`src/assert_macros.svh`:
```
// assertion macros shared by the dispatcher rtl
// expects clk_i and rst_ni in the scope of each use
`ifndef ASSERT_MACROS_SVH
`define ASSERT_MACROS_SVH

// same-cycle implication, disabled in reset
`define APJD_ASSERT_IMP(lbl, ante, cons, msg) \
  lbl: assert property (@(posedge clk_i) disable iff (!rst_ni) (ante) |-> (cons)) \
    else $error(msg);

// next-cycle implication, disabled in reset
`define APJD_ASSERT_NXT(lbl, ante, cons, msg) \
  lbl: assert property (@(posedge clk_i) disable iff (!rst_ni) (ante) |=> (cons)) \
    else $error(msg);

`endif

```
`src/apjd_ram.sv`:
```
// generic single write port ram with registered read
// no dependencies
`timescale 1ns / 1ps
`default_nettype none

module apjd_ram #(
  parameter int unsigned Width = 8,
  parameter int unsigned Depth = 64,
  localparam int unsigned AddrW = (Depth > 1) ? $clog2(Depth) : 1
) (
  input  wire logic             clk_i,
  input  wire logic             we_i,
  input  wire logic [AddrW-1:0] waddr_i,
  input  wire logic [Width-1:0] wdata_i,
  input  wire logic [AddrW-1:0] raddr_i,
  output logic      [Width-1:0] rdata_o
);

  logic [Width-1:0] mem_q [Depth];

  // write port
  always_ff @(posedge clk_i) begin
    if (we_i) begin
      mem_q[waddr_i] <= wdata_i;
    end
  end

  // registered read port
  always_ff @(posedge clk_i) begin
    rdata_o <= mem_q[raddr_i];
  end

endmodule

`default_nettype wire

```
`config.mk`:
```
export PLATFORM = sky130hd
export DESIGN_NAME = apjd_ram
export DESIGN_NICKNAME = d
export VERILOG_FILES = /design/src/assert_macros.svh /design/src/apjd_ram.sv
export SDC_FILE = /design/constraint.sdc
export NUM_CORES = 1
export LEC_CHECK = 0
export ABC_CLOCK_PERIOD_IN_PS = 2700
export BUFFER_PORTS_ARGS = -buffer_cell sky130_fd_sc_hd__buf_2
export CAP_MARGIN = 10
export CORE_ASPECT_RATIO = 0.9
export CORE_MARGIN = 5
export CORE_UTILIZATION = 45
export DETAILED_ROUTE_END_ITERATION = 12
export GPL_TIMING_DRIVEN = 0
export RECOVER_POWER = 50
export REMOVE_ABC_BUFFERS = 1
export SYNTH_ARGS = -nofsm -noshare
export SYNTH_HDL_FRONTEND = slang
export SYNTH_SLANG_ARGS = --single-unit
```
`constraint.sdc`:
```
create_clock -name clk_i -period 2.7 [get_ports clk_i]
set_clock_uncertainty 0.2 [all_clocks]
set_input_delay 0.135 -clock clk_i [delete_from_list [all_inputs] [get_ports clk_i]]
set_output_delay 0.135 -clock clk_i [all_outputs]
set_load 0.02 [all_outputs]
```
==> impl_metrics.json <==
{
  "clk_latency_ns": 0.58,
  "rsz0062_at_grt": "no",
  "path_cells": "dlygate4sd3_1, buf_2, nor2b_1, nand3_1, nor2_1",
  "core_sq_um": 44200,
  "port_buffers": 29,
  "die_x_um": 233,
  "hold_violations": 0,
  "critical-path-max-stage-delay_ns": 0.93,
  "status": "complete, no violations",
  "layout_common_cells": "512 x edfxtp_1, 126 x mux4_2, 83 x nor2_1, 52 x clkbuf_16, 30 x clkbuf_1",
  "synthArstFlopShare_pct": 0,
  "drv_cap": 0,
  "ant_nets": 0,
  "fin_crit_sh_pct": 93.4,
  "yosysUniqueCellTypes": 40,
  "slew_violations": 0,
  "critPathSlowestCell": "nor2_1",
  "diodes": 0,
  "ctsRootBufferMaster": "clkbuf_16",
  "endpoint_kind": "flop",
  "first_pass_iters": 5,
  "htree_levels": 2,
  "syn_inst": 940,
  "cts_made_buffers": 51,
  "slew_headroom_pct": 11.2,
  "syn_area_sq_um": 20200,
  "grt_pass1_wl_mm": 64.6,
  "peakVddDrop_mv": 0.481,
  "design_area_sq_um": 22600,
  "power_density_nw_per_um2": 732,
  "clkSinkCount": 520,
  "grt_antenna_before_repair": 0,
  "worst_ep_required_time_ns": 2.69,
  "io_pins": 30,
  "avgSynthCellArea_sq_um": 21.5,
  "cts_buffer_depth": 3,
  "fin_crit_ns": 2.52,
  "worst-path-buf-inv": 2,
  "p_leak_nw": 6.93,
  "crit_family": "simple AND/OR/NAND/NOR gates",
  "grt_start_max_net_pins": 79,
  "start_util_pct": 45.6,
  "ys_ff_latch": 520,
  "p_total_mw": 16.5,
  "drive_above_1_share_pct": 23.0,
  "worst_pin_slew_ns": 1.33,
  "grt_remaining_overflow": 0,
  "startpoint_type": "input pin",
  "worstPathArrival_ns": 2.51,
  "rows": 73,
  "synth-edff-count": 512,
  "drt-total-wl_mm": 44.0,
  "setup_viol": 0,
  "mostFrequentLayoutCell": "edfxtp_1",
  "first_global_vias": 9468,
  "area_growth_pct": 11.9,
  "ys_seq_area_share_pct": 77.0,
  "place_area_sq_um": 20900,
  "path_max_fanout": 10,
  "num_vias": 9374,
  "final_net_count": 1014,
  "hp-class": "in2reg",
  "cts_tree": "yes",
  "fp.dieH_um": 211,
  "drc": 0,
  "route.detailed.wl_per_inst_um": 26.9,
  "crit_type": "in2reg",
  "gp_congestion": 0.760,
  "viasPerCell": 5.73,
  "ys.warnings.count": 0,
  "dpl.hpwl_mm": 24.7,
  "drt_iter0_drc": 890,
  "die-area_sq_um": 49200,
  "track_usage_pct": 17.9,
  "synth_top_flop_cell": "edfxtp_1",
  "fmax_mhz": 396,
  "clkTransAtPathRegs_ns": 0.06
}
-- layout make-up --
type | instances | area, sq um
clock buffers | 68 | 1340
clock inverters | 28 | 219
fillers | 3532 | 21600
multi-input cells | 369 | 4320
flip-flops and latches | 520 | 15500
well taps | 600 | 751
repair buffers | 50 | 398
-- cells in the mapped netlist, types with 4 or more instances --
| master | n | area, sq um |
|---|---|---|
| edfxtp_1 | 512 | 15400 |
| mux4_2 | 126 | 2840 |
| nor2_1 | 83 | 312 |
| mux2i_1 | 23 | 230 |
| nand2_1 | 19 | 71.3 |
| clkbuf_1 | 17 | 63.8 |
| nor2b_1 | 14 | 87.6 |
| buf_4 | 13 | 97.6 |
| mux2_2 | 13 | 146 |
| nand3_1 | 13 | 65.1 |
| buf_2 | 11 | 55.1 |
| dfxtp_1 | 8 | 160 |
| o221ai_1 | 8 | 70.1 |
| o22ai_1 | 8 | 50.1 |
| nand2b_1 | 7 | 43.8 |
| nor3_1 | 7 | 35.0 |
| a221oi_1 | 6 | 52.6 |
| a211oi_1 | 4 | 30.0 |
| buf_1 | 4 | 15.0 |
| buf_6 | 4 | 45.0 |
-- routing by layer --
layer,track usage [%],routed length [um],vias up
met5,0,0,-
met4,3.89,779,0
met3,2.76,2240,57
met2,27.4,20600,254
met1,27.8,20300,5017
li1,-,-,4046
-- through the flow --
stage	utilization [%]	hold slack, ns	setup slack, ns	setup TNS [ns]	cells
floorplan	-	0.0339	0.816	0	889
global placement	46.9	0.345	-3.56	-26.50	1518
detailed placement	47.2	0.344	-0.813	-4.44	1523
CTS	50.8	0.0185	0.0476	0	1624
global route	51.0	0.0707	0.0511	0	1635
finish	51.0	0.0584	0.177	0	1635
-- sequential cells by signal, indices dropped and copies added (netlist names) --
| signal | flops |
|---|---|
| mem_q | 512 |
| rdata_o | 8 |
-- worst paths after layout --
kind / start / endpoint / slack [ns] / cells after the start
worst max register to register: mem_q[29][4] / rdata_o[4] / 0.39 / 5
worst max-delay path: waddr_i[1] / mem_q[43][0] / 0.18 / 5
worst min-delay path: waddr_i[0] / mem_q[48][6] / 0.06 / 3
worst min register to register: mem_q[35][1] / rdata_o[1] / 0.72 / 4
-- logic make-up (layout without fill, tap and decap cells) --
family / after synthesis / count (layout) / share of synthesized area, %
and+or+nand+nor: 153 / 153 / 3.39
buffers and inverters: 51 / 146 / 1.57
DFF: 520 / 520 / 77.0
AOI/OAI and AO/OA: 54 / 54 / 2.07
muxes: 162 / 162 / 15.9
-- worst reg2reg max path, cell delays in order (launching register included) --
cell and delay (ns):
edfxtp_1 0.36, mux4_2 0.48, mux2_2 0.32, o221a_2 0.31, nor3_1 0.31, o32ai_1 0.19
-- report_power, final --
part           leakage [nW]  switching (mW)  internal [mW]  total (mW)
sequential             4.67          0.0190           8.94        8.96
combinational          1.49           0.531          0.307       0.838
clock                 0.770            2.93           3.79        6.72
total                  6.93            3.48           13.0        16.5
-- repair_timing --
action / 4_1_cts / 5_1_grt
gates cloned: 0 / 1
gates resized for setup: 2 / 0
endpoints found under the setup margin: 2 / 2
endpoints found under the hold margin: 13 / 110
setup buffers: 0 / 0
pin swaps: 0 / 0
hold buffers: 5 / 5
Note: power is estimated with default switching activity, not from simulation.
