$ cat config.mk
export PLATFORM = sky130hd
export DESIGN_NAME = apjd_cmp
export DESIGN_NICKNAME = d
export VERILOG_FILES = /design/src/assert_macros.svh /design/src/apjd_pkg.sv /design/src/apjd_cmp.sv
export SDC_FILE = /design/constraint.sdc
export NUM_CORES = 1
export LEC_CHECK = 0
export BUFFER_PORTS_ARGS = -buffer_cell sky130_fd_sc_hd__buf_2
export CAP_MARGIN = 0
export CORE_MARGIN = 2
export CORE_UTILIZATION = 30
export DETAILED_ROUTE_END_ITERATION = 8
export PLACE_DENSITY = 0.65
export SLEW_MARGIN = 20
export SYNTH_ARGS = -nofsm -noshare
export SYNTH_HDL_FRONTEND = slang
export SYNTH_SLANG_ARGS = --single-unit
export TNS_END_PERCENT = 30
$ cat constraint.sdc
create_clock -name vclk -period 3.05
set_input_delay 0.4575 -clock vclk [all_inputs]
set_output_delay 0.4575 -clock vclk [all_outputs]
set_load 0.05 [all_outputs]
$ cat src/assert_macros.svh
// assertion macros shared by the dispatcher rtl
// expects clk_i and rst_ni in the scope of each use
`ifndef ASSERT_MACROS_SVH
`define ASSERT_MACROS_SVH

// same-cycle implication, disabled in reset
`define APJD_ASSERT_IMP(lbl, ante, cons, msg) \
  lbl: assert property (@(posedge clk_i) disable iff (!rst_ni) (ante) |-> (cons)) \
    else $error(msg);

// next-cycle implication, disabled in reset
`define APJD_ASSERT_NXT(lbl, ante, cons, msg) \
  lbl: assert property (@(posedge clk_i) disable iff (!rst_ni) (ante) |=> (cons)) \
    else $error(msg);

`endif

$ cat src/apjd_pkg.sv
// shared types and constants of the aging priority job dispatcher
// no dependencies
`timescale 1ns / 1ps
`default_nettype none

package apjd_pkg;

  localparam int unsigned MAX_JOBS_DEF = 64;
  localparam int unsigned TIME_W       = 48;
  localparam int unsigned JOB_IDX_W    = 7;

  // opcodes of an input word
  localparam logic OP_ADD      = 1'b0;
  localparam logic OP_DISPATCH = 1'b1;

  // status codes of a result word
  localparam logic [1:0] STAT_ADDED      = 2'd0;
  localparam logic [1:0] STAT_FULL       = 2'd1;
  localparam logic [1:0] STAT_DISPATCHED = 2'd2;
  localparam logic [1:0] STAT_EMPTY      = 2'd3;

  typedef struct packed {
    logic        opcode;
    logic [31:0] arrival;
    logic [31:0] priority_req;
    logic [31:0] burst;
  } in_t;

  typedef struct packed {
    logic [1:0]           status;
    logic [JOB_IDX_W-1:0] job_index;
    logic [TIME_W-1:0]    finish_time;
  } out_t;

  // one stored job
  typedef struct packed {
    logic [31:0]          arrival;
    logic signed [32:0]   aged_pri;
    logic [31:0]          burst;
    logic [JOB_IDX_W-1:0] index;
  } entry_t;

  // incumbent status seen by the compare unit
  typedef struct packed {
    logic vld;
    logic arrived;
  } cmp_inc_t;

  // compare unit verdict
  typedef struct packed {
    logic take;
    logic arrived;
  } cmp_res_t;

endpackage

`default_nettype wire

$ cat src/apjd_cmp.sv
// shared compare unit: decides whether a scanned job replaces the incumbent
// depends on apjd_pkg
`timescale 1ns / 1ps
`default_nettype none

module apjd_cmp import apjd_pkg::*; (
  input  wire entry_t              cand_i,
  input  wire entry_t              inc_i,
  input  wire cmp_inc_t            inc_stat_i,
  input  wire logic [TIME_W-1:0]   cur_time_i,
  output cmp_res_t                 res_o
);

  logic cand_arr;
  logic rank_ahead;
  logic earlier;

  // candidate has arrived by the current time
  assign cand_arr = ({16'd0, cand_i.arrival} <= cur_time_i);

  // aged priority, then shorter burst, then lower index
  always_comb begin
    if (cand_i.aged_pri != inc_i.aged_pri) begin
      rank_ahead = (cand_i.aged_pri > inc_i.aged_pri);
    end else if (cand_i.burst != inc_i.burst) begin
      rank_ahead = (cand_i.burst < inc_i.burst);
    end else begin
      rank_ahead = (cand_i.index < inc_i.index);
    end
  end

  // earliest arrival first, rank on a tie
  assign earlier = (cand_i.arrival < inc_i.arrival) ||
                   ((cand_i.arrival == inc_i.arrival) && rank_ahead);

  // arrived jobs beat pending ones; an empty incumbent is always replaced
  always_comb begin
    res_o.arrived = cand_arr;
    if (!inc_stat_i.vld) begin
      res_o.take = 1'b1;
    end else if (cand_arr && !inc_stat_i.arrived) begin
      res_o.take = 1'b1;
    end else if (cand_arr && inc_stat_i.arrived) begin
      res_o.take = rank_ahead;
    end else if (!cand_arr && !inc_stat_i.arrived) begin
      res_o.take = earlier;
    end else begin
      res_o.take = 1'b0;
    end
  end

endmodule

`default_nettype wire

==> flow_metrics.py, run 1 <==
metrics = {
    "floorplan": {
        "io_pins": 260,
        "die_w_microns": 111.6,
        "die_h_microns": 111.6,
        "rows": 39,
        "die_area_sq_um": 12460,
        "start_util": 0.3057,
        "core-area_sq_um": 11370,
    },
    "pwr": {
        "power_switching_uw": 309.9,
        "p_comb_frac": 1.000,
        "power_frac_seq": 0,
        "p_int_uw": 387.1,
        "irDropWorstVdd_uv": 71.69,
        "leakage_uw": 0.003504,
        "swShare": 0.4446,
        "power.density_nw_per_um2": 120.0,
        "clkPwrFrac": 0,
    },
    "worst_setup_path": {
        "worst-path-stages": 12,
        "critPathRequiredTime_ps": 2590,
        "crit_family": "simple AND/OR/NAND/NOR gates",
        "cp-startpoint": "cand_i[34]",
        "slowest_stage": "or4_4",
        "cp-start-kind": "input pin",
        "cpPeakStageDelay_ps": 430,
        "endpoint_kind": "output pin",
        "crit_buf_inv": 3,
        "path_max_fanout": 2,
        "worst-setup-path-type": "in2out",
        "crit_chain": "buf_6 > ha_4 > and4_4 > nand4_1 > or4_4 > a31oi_1 > o311ai_1 > o31ai_2 > buf_4 > nor3_2 > or3_4 > buf_8",
        "cp_data_arrival_time_ps": 2740,
    },
    "min_path": {
        "holdPathStages": 4,
        "hold_path.startpoint": "inc_stat_i[1]",
        "min_path_type": "in2out",
        "hold-path-endpoint": "res_o[1]",
    },
    "layout": {
        "drive_gt1_frac": 0.4593,
        "syn_to_final_growth_pct": 67.03,
        "nNetsFinal": 1194,
        "seq_cell_count": 0,
        "fin_util": 0.5106,
        "fill_cells": 1167,
        "clock_buffers": 0,
        "regArea_sq_um": 0,
        "design_area_sq_um": 5806,
        "diodes": 0,
    },
    "timing": {
        "postLayoutSetupSlackWorst_ps": -142.8,
        "tightest_slew_ps": 362.2,
        "slew_viol_final": 0,
        "clock.fmax_mhz": 313.2,
        "setup_viol": 1,
        "slew_headroom": 0.7523,
        "min_period_ps": 3193,
        "rsz0062_at_grt": "yes",
        "period_share": 1.047,
        "hold_violations": 0,
    },
    "synth": {
        "ys_types": 35,
        "yosys-top-cells-area": "ha_1, inv_1, a21oi_1",
        "netlist_area_sq_um": 3476,
        "syn-num-nets": 884,
        "syn-instance-count": 491,
        "yosysWarnings": 0,
        "synth_top_area_frac": 0.4860,
        "avgSynthCellArea_sq_um": 7.079,
        "synth_top_area_cell": "ha_1",
        "yosysSeqAreaShare": 0,
    },
    "detailed_routing": {
        "drc": 0,
        "drt_iter0_drc": 128,
        "vias": 4439,
        "drt-vias-per-instance": 4.712,
        "post_drt_wl_per_cell_microns": 12.89,
        "drtAntennaViolNets": 0,
        "routed_wirelength_microns": 12140,
        "first_pass_iters": 4,
    },
    "placed_design": {
        "dp_slack_ps": -421.9,
        "gp_congestion": 0.8493,
        "dpl.hpwl_microns": 10870,
        "port_buffers": 260,
        "placed_area_sq_um": 5284,
    },
    "global_routing": {
        "gr-total-overflow": 0,
        "grt_pass1_vias": 4575,
        "grt_max_degree": 4,
        "grt_pass1_wl_microns": 19870,
        "track_usage": 0.1877,
        "antenna_found_initial": 1,
    },
    "outcome": {
        "violations": "setup timing",
        "outcome": "complete, but fails checks",
    },
    "run": {
        "cap_violations": 0,
    },
    "cts": {
        "cts_hold_buf": 0,
    },
}
[what timing repair did]
action	4_1_cts	5_1_grt
pin swaps	30	8
cloned	0	0
resized for setup	78	11
setup buffers	5	1
setup endpoints to repair	2	2
[how the worst max path moves through the flow]
stage	endpoint	slack [ps]
5_1_grt	res_o[1]	-230
4_1_cts	res_o[1]	-120
3_3_place_gp	res_o[1]	-410
6_report	res_o[1]	-140
3_5_place_dp	res_o[1]	-420
2_1_floorplan	res_o[1]	120
[cell usage in the layout (no fill, tap or decap), types with 2 or more instances in the layout]
cell	instances
a31oi_1	7
nand2b_1	3
nor2_1	16
buf_4	50
and4_4	2
inv_1	120
o211ai_1	3
o21ai_0	23
buf_2	238
o21bai_1	3
ha_1	116
a221oi_1	2
nand4_1	21
nor4_1	5
a211oi_1	5
nor2b_1	7
nand4b_1	2
o21a_1	4
buf_6	20
nor3_1	3
and4_1	3
a2111oi_2	2
inv_2	17
nor2_2	2
nand2_1	22
a21oi_1	33
or4_4	2
o31ai_2	2
ha_4	19
and3_2	2
a21oi_2	2
nand3_1	10
a21o_1	14
[power groups by stage]
| stage | sequential, uW | clock, uW | combinational [uW] |
|---|---|---|---|
| after detailed placement | 0 | 0 | 619 |
| after global routing | 0 | 0 | 799 |
| after CTS | 0 | 0 | 685 |
| after global placement | 0 | 0 | 613 |
| final | 0 | 0 | 697 |
| after floorplan | 0 | 0 | 304 |
[through the flow]
step	std cells	setup TNS, ps	hold WS [ps]	total power (uW)
after global routing	942	-225.9	1446	799.3
after detailed placement	937	-632.3	1526	618.5
after CTS	941	-122.5	1415	685.0
after global placement	937	-519.4	1536	612.6
after floorplan	491	0	1237	304.2
final	942	-142.8	1450	697.0
[Yosys cell counts]
library cell / instances
nand2b_1: 3
o21a_1: 4
a211oi_1: 5
o21bai_1: 4
inv_1: 137
o311ai_1: 1
nor2b_1: 8
a21oi_1: 35
o21ai_0: 23
nor3_1: 4
a211o_1: 1
or4_1: 2
or3_1: 1
and3_2: 2
buf_4: 1
nand2_1: 23
a311o_1: 1
o31ai_1: 3
nor3b_1: 1
and4_1: 4
a221oi_1: 2
nand3_1: 10
a21o_1: 14
a21boi_0: 1
nor4_1: 7
and2_1: 1
ha_1: 135
nand4b_1: 2
a2111oi_0: 5
a31oi_1: 7
and4_2: 1
nor2_1: 18
o22ai_1: 1
o211ai_1: 3
nand4_1: 21
[worst min-delay path, delay by kind of cell]
family,cells,cell delay [ps]
buffers and inverters,2,240
AOI/OAI and AO/OA,1,140
and+or+nand+nor,1,140
[cells by family after synthesis]
group / share of synthesized area
buf+inv: 0.1501
fa+ha+maj: 0.4860
compound gates: 0.1969
simple gates: 0.1670
[area by class of cell]
class | instances | area, sq um | area share
inverters | 137 | 514.2 | 0.08858
well taps | 143 | 178.9 | 0.03082
multi-input cells | 353 | 3306 | 0.5694
repair buffers | 309 | 1807 | 0.3112
[metal layers]
metal | GRT usage | part of all wire | wire [microns] | vias up
met4 | 0.03210 | 0.019 | 226 | 2
met1 | 0.2089 | 0.39 | 4770 | 1913
met3 | 0.03538 | 0.076 | 926 | 18
met2 | 0.3705 | 0.51 | 6205 | 172
li1 | - | - | - | 2334
met5 | 0 | 0.0011 | 13 | -
Power figures use the tool's default switching activity.
==> run 2, diff against run 1 <==
--- a/config.mk
+++ b/config.mk
@@ -11,7 +11,6 @@
 export CORE_UTILIZATION = 30
 export DETAILED_ROUTE_END_ITERATION = 8
 export PLACE_DENSITY = 0.65
-export SLEW_MARGIN = 20
 export SYNTH_ARGS = -nofsm -noshare
 export SYNTH_HDL_FRONTEND = slang
 export SYNTH_SLANG_ARGS = --single-unit
==> constraint.sdc (replaced) <==
create_clock -name vclk -period 3.05
set_input_delay 0.305 -clock vclk [all_inputs]
set_output_delay 0.305 -clock vclk [all_outputs]
set_load 0.05 [all_outputs]
==> flow_metrics.py, run 2 (synthesis results as in run 1) <==
metrics = {
    "layout": {
        "drive_gt1_frac": 0.4000,
        "diodes": 0,
        "final_cell_count_no_fill": 908,
        "seq_cell_count": 0,
        "layout_commonest_cell": "buf_2",
        "mostFrequentLayoutCells": "buf_2, inv_1, ha_1",
        "clock_buffers": 0,
        "nNetsFinal": 1160,
        "regArea_sq_um": 0,
        "syn_to_final_growth_pct": 52.84,
    },
    "detailed_routing": {
        "vias": 4289,
        "post_drt_wl_per_cell_microns": 12.90,
        "drt_iter0_drc": 124,
        "routed_wirelength_microns": 11710,
        "drtAntennaViolNets": 0,
        "first_pass_iters": 6,
        "drc": 0,
        "drt-vias-per-instance": 4.724,
    },
    "run": {
        "cap_violations": 0,
    },
    "floorplan": {
        "rows": 39,
        "start_util": 0.3057,
        "die_h_microns": 111.6,
        "io_pins": 260,
        "die_area_sq_um": 12460,
        "core-area_sq_um": 11370,
        "die_w_microns": 111.6,
    },
    "timing": {
        "slew_headroom": 0.7292,
        "tightest_slew_ps": 406.1,
        "hold_violations": 0,
        "period_share": 0.9689,
        "clock.fmax_mhz": 338.4,
        "slew_viol_final": 0,
        "min_period_ps": 2955,
        "holdWs_ps": 1126,
        "setup_viol": 0,
    },
    "worst_setup_path": {
        "crit_buf_inv": 3,
        "worst-setup-path-type": "in2out",
        "slowest_stage": "or3_1",
        "critPathRequiredTime_ps": 2740,
        "cpPeakStageDelay_ps": 370,
        "cp-startpoint": "cand_i[91]",
        "crit_chain": "buf_2 > ha_1 > nand4_1 > buf_4 > nor4_4 > nand2_1 > o21bai_4 > a211o_1 > a21boi_1 > or3_1 > buf_6",
        "crit_end": "res_o[1]",
        "worst-path-stages": 11,
        "path_max_fanout": 2,
        "cp_data_arrival_time_ps": 2650,
        "endpoint_kind": "output pin",
        "cp-start-kind": "input pin",
        "crit_family": "simple AND/OR/NAND/NOR gates",
    },
    "pwr": {
        "leakage_uw": 0.003302,
        "clkPwrFrac": 0,
        "swShare": 0.4684,
        "power_switching_uw": 295.6,
        "power.density_nw_per_um2": 118.8,
        "irDropWorstVdd_uv": 64.68,
        "p_int_uw": 335.5,
        "power_frac_seq": 0,
        "p_comb_frac": 1.000,
    },
    "placed_design": {
        "port_buffers": 260,
        "gp_congestion": 0.8975,
        "placed_cells": 905,
        "dpl.hpwl_microns": 10970,
    },
    "outcome": {
        "outcome": "finished clean",
    },
    "global_routing": {
        "grt_max_degree": 4,
        "antenna_found_initial": 0,
        "track_usage": 0.1738,
        "grt_pass1_wl_microns": 18420,
        "grt_pass1_vias": 4390,
        "gr-total-overflow": 0,
    },
    "min_path": {
        "min_path_type": "in2out",
    },
}
run 2: power groups by stage:
| stage | Combinational [uW] | Clock, uW | Sequential [uW] |
|---|---|---|---|
| after floorplan | 303 | 0 | 0 |
| final | 631 | 0 | 0 |
| after global routing | 728 | 0 | 0 |
| after detailed placement | 589 | 0 | 0 |
| after CTS | 596 | 0 | 0 |
| after global placement | 583 | 0 | 0 |
run 2: stage by stage:
step / area (sq um) / setup TNS [ps] / utilization / setup slack (ps) / power [uW]
2_1_floorplan: 3476 / 0 / - / 267.2 / 303.5
3_3_place_gp: 5039 / -29.62 / 0.4432 / -29.62 / 582.7
3_5_place_dp: 5039 / -89.51 / 0.4432 / -89.51 / 588.9
4_1_cts: 5062 / 0 / 0.4453 / 0.4940 / 596.0
5_1_grt: 5313 / -43.29 / 0.4673 / -43.29 / 728.0
6_report: 5313 / 0 / 0.4673 / 94.87 / 631.2
run 2: repair_timing:
action,CTS,global route
buffers inserted,0,3
endpoints found under the setup margin,1,1
resized for setup,5,36
pin swaps,2,22
hold buffers,0,0
run 2: tightest hold or removal path, cell delays in order:
cell,delay (ps)
buf_2,110
a31oi_1,110
or3_1,140
buf_6,160
run 2: how the worst min path moves through the flow:
stage / slack [ps] / from / cells past startpoint / endpoint
6_report: 1130 / inc_stat_i[1] / 4 / res_o[1]
5_1_grt: 1180 / inc_stat_i[0] / 4 / res_o[1]
4_1_cts: 1130 / inc_stat_i[1] / 4 / res_o[1]
3_5_place_dp: 1210 / inc_stat_i[1] / 4 / res_o[1]
3_3_place_gp: 1210 / inc_stat_i[1] / 4 / res_o[1]
2_1_floorplan: 970 / cur_time_i[37] / 4 / res_o[0]
run 2: area by class of cell:
class / instances / area [sq um]
Fill cell: 1177 / 6057
Multi-Input combinational cell: 353 / 3199
Timing Repair Buffer: 275 / 1420
Inverter: 137 / 514.2
Tap cell: 143 / 178.9
run 2: metal layers:
metal  part of all wire  GRT usage  up-vias
li1                   -          -     2266
met1               0.40     0.1928     1843
met2               0.51     0.3414      166
met3              0.078    0.03593       14
met4              0.019    0.02963        0
met5                  0          0        -
